## src/sv/bps_pkg.sv

```systemverilog
`timescale 1ns / 1ps
package bps_pkg;

	// bytes held back before a decision is made, plus the head itself
	localparam int HOLD = 4;
	localparam int WIN  = HOLD + 1;
	localparam int FILL_W = $clog2(WIN + 1);

	typedef enum logic [2:0] {
		KIND_NONE   = 3'd0,
		KIND_LETTER = 3'd1,
		KIND_NUMBER = 3'd2,
		KIND_SPACE  = 3'd3,
		KIND_PUNCT  = 3'd4
	} kind_t;

	typedef struct packed {
		kind_t      kind;
		logic [1:0] digits;
		logic [1:0] contr_left;
		logic       pending;
		logic [1:0] tail_left;
	} run_state_t;

	typedef struct packed {
		kind_t      kind;
		logic [2:0] len;
	} class_res_t;

	localparam logic [7:0] CH_SPACE = 8'h20;
	localparam logic [7:0] CH_APOS  = 8'h27;

	function automatic logic in_rng(input logic [20:0] v, input logic [20:0] lo,
		input logic [20:0] hi);
		return (v >= lo) && (v <= hi);
	endfunction

	// utf-8 decode of the character at b0 with rem bytes known, then classify
	function automatic class_res_t classify(input logic [7:0] b0, input logic [7:0] b1,
		input logic [7:0] b2, input logic [7:0] b3, input logic [FILL_W-1:0] rem);
		class_res_t r;
		logic [2:0]  n;
		logic [20:0] cp;
		logic        ok;
		r.len = 3'd1;
		r.kind = KIND_LETTER;
		n = 3'd1;
		cp = {13'd0, b0};
		if (b0 < 8'h80) begin
			if ((b0 >= 8'h61 && b0 <= 8'h7A) || (b0 >= 8'h41 && b0 <= 8'h5A))
				r.kind = KIND_LETTER;
			else if (b0 >= 8'h30 && b0 <= 8'h39)
				r.kind = KIND_NUMBER;
			else if (b0 == 8'h20 || b0 == 8'h09 || b0 == 8'h0A || b0 == 8'h0D)
				r.kind = KIND_SPACE;
			else
				r.kind = KIND_PUNCT;
		end else begin
			if (b0[7:5] == 3'b110)      n = 3'd2;
			else if (b0[7:4] == 4'hE)   n = 3'd3;
			else if (b0[7:3] == 5'h1E)  n = 3'd4;
			else                        n = 3'd1;
			if (FILL_W'(n) > rem) n = rem[2:0];
			ok = (n < 3'd2 || b1[7:6] == 2'b10) && (n < 3'd3 || b2[7:6] == 2'b10)
				&& (n < 3'd4 || b3[7:6] == 2'b10);
			if (!ok) n = 3'd1;
			case (n)
				3'd2: cp = {10'd0, b0[4:0], b1[5:0]};
				3'd3: cp = {5'd0, b0[3:0], b1[5:0], b2[5:0]};
				3'd4: cp = {b0[2:0], b1[5:0], b2[5:0], b3[5:0]};
				default: cp = {13'd0, b0};
			endcase
			r.len = n;
			if (cp == 21'h00A0 || in_rng(cp, 21'h2000, 21'h200A) || cp == 21'h2028
				|| cp == 21'h2029 || cp == 21'h202F || cp == 21'h205F || cp == 21'h3000)
				r.kind = KIND_SPACE;
			else if (in_rng(cp, 21'h0660, 21'h0669) || in_rng(cp, 21'h06F0, 21'h06F9)
				|| in_rng(cp, 21'h0966, 21'h096F) || in_rng(cp, 21'hFF10, 21'hFF19))
				r.kind = KIND_NUMBER;
			else if (in_rng(cp, 21'h2000, 21'h206F) || in_rng(cp, 21'h20A0, 21'h27BF)
				|| in_rng(cp, 21'h2E00, 21'h2E7F) || in_rng(cp, 21'h3000, 21'h303F)
				|| in_rng(cp, 21'hFE10, 21'hFE1F) || in_rng(cp, 21'hFE30, 21'hFE6F)
				|| in_rng(cp, 21'hFF00, 21'hFF0F) || in_rng(cp, 21'hFF1A, 21'hFF20)
				|| in_rng(cp, 21'hFF3B, 21'hFF40) || in_rng(cp, 21'hFF5B, 21'hFF65)
				|| in_rng(cp, 21'h1F000, 21'h1FAFF))
				r.kind = KIND_PUNCT;
			else
				r.kind = KIND_LETTER;
		end
		return r;
	endfunction

	function automatic logic [7:0] lower(input logic [7:0] c);
		return (c >= 8'h41 && c <= 8'h5A) ? (c | 8'h20) : c;
	endfunction

	// contraction length at b0 (0, 2 or 3)
	function automatic logic [1:0] contraction(input logic [7:0] b0, input logic [7:0] b1,
		input logic [7:0] b2, input logic [FILL_W-1:0] rem);
		logic [7:0] c1;
		logic [7:0] c2;
		logic [1:0] r;
		c1 = lower(b1);
		c2 = lower(b2);
		r = 2'd0;
		if (rem != '0 && b0 == CH_APOS) begin
			if (rem >= FILL_W'(3) && ((c1 == 8'h72 && c2 == 8'h65)
				|| (c1 == 8'h76 && c2 == 8'h65) || (c1 == 8'h6C && c2 == 8'h6C)))
				r = 2'd3;
			else if (rem >= FILL_W'(2) && (c1 == 8'h73 || c1 == 8'h64 || c1 == 8'h6D
				|| c1 == 8'h74))
				r = 2'd2;
		end
		return r;
	endfunction

endpackage

```

## src/sv/bps_mark.sv

```systemverilog
`timescale 1ns / 1ps
module bps_mark (
	input  logic [7:0]                 win [bps_pkg::WIN],
	input  logic [bps_pkg::FILL_W-1:0] fill,
	input  logic                       split_digits,
	input  bps_pkg::run_state_t        st,
	output logic                       mark,
	output bps_pkg::run_state_t        st_next
);
	import bps_pkg::*;

	class_res_t c0, c1;
	logic [1:0] k0, k1;
	logic [FILL_W-1:0] rem1;
	logic more, joins, do_open, do_space, space_first;

	// character and contraction lookups at the head and the next byte
	always_comb begin
		rem1 = (fill != '0) ? fill - FILL_W'(1) : '0;
		more = fill > FILL_W'(1);
		c0 = classify(win[0], win[1], win[2], win[3], fill);
		c1 = classify(win[1], win[2], win[3], win[4], rem1);
		k0 = contraction(win[0], win[1], win[2], fill);
		k1 = contraction(win[1], win[2], win[3], rem1);
		joins = more && !(split_digits && c1.kind == KIND_NUMBER) && (k1 == 2'd0);
	end

	// run state update for the head byte
	always_comb begin
		st_next = st;
		mark = 1'b0;
		do_open = 1'b0;
		do_space = 1'b0;
		space_first = 1'b0;
		if (st.contr_left != 2'd0) begin
			st_next.contr_left = st.contr_left - 2'd1;
		end else if (st.tail_left != 2'd0) begin
			st_next.tail_left = st.tail_left - 2'd1;
		end else if (st.pending) begin
			do_space = 1'b1;
		end else if (st.kind == KIND_NONE) begin
			do_open = 1'b1;
		end else if (st.kind == KIND_NUMBER && (split_digits || st.digits == 2'd3)) begin
			do_open = 1'b1;
		end else if (c0.kind != st.kind) begin
			do_open = 1'b1;
		end else begin
			st_next.tail_left = c0.len[1:0] - 2'd1;
			if (c0.kind == KIND_NUMBER) st_next.digits = st.digits + 2'd1;
		end
		if (do_open) begin
			if (k0 != 2'd0) begin
				st_next.contr_left = k0 - 2'd1;
				st_next.kind = KIND_NONE;
				mark = 1'b1;
			end else if (win[0] == CH_SPACE) begin
				do_space = 1'b1;
				space_first = 1'b1;
			end else begin
				st_next.kind = c0.kind;
				st_next.tail_left = c0.len[1:0] - 2'd1;
				st_next.digits = (c0.kind == KIND_NUMBER) ? 2'd1 : 2'd0;
				mark = 1'b1;
			end
		end
		if (do_space) begin
			if (more && win[1] == CH_SPACE) begin
				st_next.pending = 1'b1;
				st_next.kind = KIND_NONE;
				mark = space_first;
			end else begin
				st_next.pending = 1'b0;
				if (!joins) begin
					st_next.kind = KIND_NONE;
					mark = space_first;
				end else begin
					st_next.kind = c1.kind;
					st_next.digits = 2'd0;
					mark = 1'b1;
				end
			end
		end
	end

endmodule

```

## src/sv/bytelevel_pretokenizer_splitter.sv

```systemverilog
`timescale 1ns / 1ps
// Marks GPT-2 style pre-token piece starts on a stream of UTF-8 bytes. Bytes come
// out in input order, each with piece_start; a byte is released once four later
// bytes of the segment are held (or the segment ends), so output trails input by
// four items. In the steady state with no output stall, one item is taken and one
// released every cycle; the head decision is combinational logic over a five-byte
// window between the window and output registers. After an item with tlast the input
// stalls while up to five held bytes drain, one per cycle unless the output stalls.
module bytelevel_pretokenizer_splitter (
	input  logic       clk,
	input  logic       arst_n,
	input  logic       s_axis_tvalid,
	output logic       s_axis_tready,
	input  logic [7:0] s_axis_tdata,   // text_byte
	input  logic       s_axis_tlast,   // seg_last
	output logic       m_axis_tvalid,
	input  logic       m_axis_tready,
	output logic [7:0] m_axis_tdata,   // out_byte
	output logic       m_axis_tuser,   // piece_start
	output logic       m_axis_tlast,   // seg_end
	input  logic       cfg_valid,
	output logic       cfg_ready,
	input  logic       cfg_data        // split_digits
);
	import bps_pkg::*;

	logic [7:0]        win_q [WIN];
	logic [FILL_W-1:0] fill_q;
	logic              flush_q;
	logic              split_q;
	run_state_t        st_q, st_next;
	logic              mark, out_free, pop, accept, seg_done;
	logic [FILL_W-1:0] wr_pos;

	bps_mark u_mark (
		.win(win_q), .fill(fill_q), .split_digits(split_q), .st(st_q),
		.mark(mark), .st_next(st_next)
	);

	// handshake control
	assign out_free = !m_axis_tvalid || m_axis_tready;
	assign pop = out_free && fill_q != '0 && (fill_q == FILL_W'(WIN) || flush_q);
	assign seg_done = pop && flush_q && fill_q == FILL_W'(1);
	assign s_axis_tready = !flush_q && (fill_q != FILL_W'(WIN) || pop);
	assign accept = s_axis_tvalid && s_axis_tready;
	assign wr_pos = pop ? fill_q - FILL_W'(1) : fill_q;
	assign cfg_ready = 1'b1;

	// window shift and append
	always_ff @(posedge clk) begin
		for (int i = 0; i < WIN; i++) begin
			if (accept && wr_pos == FILL_W'(i))
				win_q[i] <= s_axis_tdata;
			else if (pop && i < WIN - 1)
				win_q[i] <= win_q[(i < WIN - 1) ? i + 1 : i];
		end
	end

	// control state
	always_ff @(posedge clk or negedge arst_n) begin
		if (!arst_n) begin
			fill_q <= '0;
			flush_q <= 1'b0;
			split_q <= 1'b0;
			st_q <= '0;
			m_axis_tvalid <= 1'b0;
		end else begin
			fill_q <= fill_q - FILL_W'(pop) + FILL_W'(accept);
			if (accept && s_axis_tlast) flush_q <= 1'b1;
			else if (seg_done) flush_q <= 1'b0;
			if (cfg_valid) split_q <= cfg_data;
			if (seg_done) st_q <= '0;
			else if (pop) st_q <= st_next;
			m_axis_tvalid <= pop || (m_axis_tvalid && !m_axis_tready);
		end
	end

	// result register
	always_ff @(posedge clk) begin
		if (pop) begin
			m_axis_tdata <= win_q[0];
			m_axis_tuser <= mark;
			m_axis_tlast <= seg_done;
		end
	end

	a_fill_bound: assert property (@(posedge clk) disable iff (!arst_n)
		fill_q <= FILL_W'(WIN)) else $error("window overfilled");
	a_flush_stall: assert property (@(posedge clk) disable iff (!arst_n)
		flush_q |-> !s_axis_tready) else $error("input taken during drain");
	a_seg_empty: assert property (@(posedge clk) disable iff (!arst_n)
		seg_done |=> fill_q == '0 && !flush_q) else $error("window not empty after segment");
	a_pop_nonempty: assert property (@(posedge clk) disable iff (!arst_n)
		pop |-> fill_q != '0) else $error("release from empty window");

endmodule

```

## config.mk

```make
export PLATFORM = sky130hd
export DESIGN_NAME = bytelevel_pretokenizer_splitter
export DESIGN_NICKNAME = d
export VERILOG_FILES = /design/src/sv/bps_pkg.sv /design/src/sv/bps_mark.sv /design/src/sv/bytelevel_pretokenizer_splitter.sv
export SDC_FILE = /design/constraint.sdc
export NUM_CORES = 1
export LEC_CHECK = 0
export ABC_AREA = 1
export BUFFER_PORTS_ARGS = -buffer_cell sky130_fd_sc_hd__clkbuf_2
export CORE_MARGIN = 1.5
export CORE_UTILIZATION = 37
export CTS_CLUSTER_DIAMETER = 100
export DETAILED_ROUTE_END_ITERATION = 8
export GPL_ROUTABILITY_DRIVEN = 0
export SYNTH_ARGS = -nofsm -noshare
export SYNTH_HDL_FRONTEND = slang
export SYNTH_SLANG_ARGS = --single-unit
```

## constraint.sdc

```tcl
create_clock -name clk -period 5.3 [get_ports clk]
set_clock_uncertainty 0.1 [all_clocks]
set_input_delay 1.59 -clock clk [delete_from_list [all_inputs] [get_ports clk]]
set_output_delay 1.59 -clock clk [all_outputs]
set_load 0.01 [all_outputs]
```

==> metrics.yaml <==
status: "finished clean"
drtIter0Drc: 982
drtPass1Iterations: 6
wl_per_cell_um: 16.2
dieArea_um2: 21800
hpwl_mm: 20.7
drc: 0
synth_top_cell_by_area: "edfxtp_1"
clock_latency_ns: 0.35
num_rows: 52
h-tree-depth: 3
hold_buffers: 0
avgSynthCellArea_um2: 5.99
cp_max_fo: 11
numCtsBuffers: 9
final_max_slew_viol_count: 0
slew_headroom: 0.472
fmax_mhz: 203
die_h_um: 148
tightest_slew_ns: 0.787
n_antenna_cell: 0
first_global_vias: 8090
cp-end-kind: "register"
cpMaxStageDelayCell: "dfrtp_1"
routed-via-count: 9143
synth_nets: 1327
overflow: 0
arrival_ns: 5.06
r2r_cells: 34
yosysSeqAreaShare: 0.246
routed_via_density: 5.54
cts_tree: "built"
clockRootBuffer: "clkbuf_16"
grtUsageTotal: 0.242
synth-edff-count: 50
timing.final.crit_period_ns: 4.93
synth_ff_type: "edfxtp_1"
synthTopCellsByArea: "edfxtp_1 19%, nand2_1 18%, nor2_1 8.6%"
layout.nets: 1410
period_share: 0.930
syn_area_um2: 7740
finalHoldViolations: 0
antenna_found_initial: 0
path_clk_slew_ns: 0.07
cts_max_path_buffers: 2
ys_ff_latch: 66
grt_pass1_wl_mm: 41.8
finish.utilization: 0.453
hp-class: "register to register"
timing.rr.end: "st_q[5]"
r2r_setup_slack_ns: 0.37
grt_max_degree: 18
ys_warn_count: 0
areaGrowthSynthToFinish_pct: 19.3
hp-start: "m_axis_tvalid"
coreArea_um2: 20400
wl_mm: 26.8
synth_top_area_frac: 0.194
whs_path_depth: 2
cp.required_ns: 5.43
ios: 28
start_util: 0.380
drive_gt1_frac: 0.174
synth_cell_types: 56
crit_top_cell: "nand2_1"
r2r-start: "fill_q[0]"
path_class: "register to register"
cts.sinks: 66
seq_area_um2: 1900
syn_inst: 1293
min_to: "m_axis_tvalid"
multiInputGateArea_um2: 5300
n_fill_cell: 2099
setup_viol: 0
max_cap_violations: 0
setup.worst_path.start_class: "register"
io_buffers: 26
dieWidth_um: 148
async_flop_share: 0.242
ant_nets: 0
crit_path_max_incr_delay_ns: 0.34
## stage by stage
| step | worst slack, ns | cells | hold slack (ns) | instance area [um2] | setup TNS, ns |
|---|---|---|---|---|---|
| 2_1_floorplan | 0.804 | 1293 | 0.321 | 7740 | 0 |
| 6_report | 0.369 | 1651 | 0.408 | 9230 | 0 |
| 5_1_grt | -0.0325 | 1651 | 0.455 | 9230 | -0.0706 |
| 4_1_cts | 0.114 | 1617 | 0.412 | 8700 | 0 |
| 3_3_place_gp | 0.165 | 1601 | 0.388 | 8370 | 0 |
| 3_5_place_dp | 0.135 | 1601 | 0.397 | 8370 | 0 |
## registers in the layout, summed over array words and instances, names as in the netlist
signal	flops
m_axis_tdata	8
split_q	1
m_axis_tuser	1
fill_q	3
st_q	10
m_axis_tlast	1
flush_q	1
m_axis_tvalid	1
win_q	40
## cells in the mapped netlist (7+ instances only)
master      n
nand2_1   376
nor2_1    177
inv_1     163
nand3_1   128
o21ai_0    61
nand4_1    58
edfxtp_1   50
a21oi_1    34
nor3_1     31
nor2_2     20
ha_1       18
nand2_2    17
dfrtp_1    16
clkbuf_1   15
inv_2      13
o21ai_1    12
nand3b_1   10
buf_2       9
a31oi_1     7
nor2_4      7
nor4_1      7
## timing repair
item	CTS	global route
setup endpoints to repair	0	11
setup buffers	0	31
gates resized for setup	0	71
## layer usage
metal	part of all wire	GRT usage	vias up
met5	0	0	-
met2	0.44	0.381	478
li1	-	-	4469
met1	0.43	0.326	4091
met4	0.055	0.124	0
met3	0.082	0.0309	105
## cells in the final DEF (no fill, tap or decap), drive strengths merged, types with 4 or more instances in the layout
master    n
nand4    64
nor2    205
a31oi     7
nand2   396
o21ai    74
dfrtp    16
nand3   136
edfxtp   50
inv     178
a21oi    36
nand3b   10
ha       18
buf      74
nor4      7
clkbuf   35
clkinv    4
nor3     31
o22ai     7
## worst max-delay path by stage
stage	start	endpoint	slack [ns]	cells past startpoint
after floorplan	fill_q[1]	st_q[5]	0.80	38
after global placement	win_q[39]	st_q[8]	0.17	36
after detailed placement	win_q[39]	st_q[5]	0.14	37
after CTS	win_q[39]	st_q[5]	0.11	37
after global routing	fill_q[0]	st_q[8]	-0.03	37
final	fill_q[0]	st_q[5]	0.37	34
## critical path, delay by kind of cell (launching register included)
family          cells  cell delay [ns]
flops               1             0.34
fa+ha+maj           3             0.68
simple gates       21             2.24
buf+inv             6             0.57
compound gates      4             0.83
## final cells by class
cell class	instances	share of cell area
clock buffers	9	0.0244
clock inverters	7	0.0108
repair buffers	100	0.0757
inverters	177	0.0722
flip-flops and latches	66	0.206
well taps	270	0.0366
multi-input cells	1022	0.574
## kinds of logic after synthesis
group           synth area share
compound gates             0.106
xor+xnor                 0.00226
fa+ha+maj                 0.0317
buf+inv                    0.106
flops                      0.246
mux                      0.00129
other cells             0.000484
simple gates               0.507
Power is not shown: default switching activity piles up to over one toggle a cycle in this logic, so the estimate is an artifact.
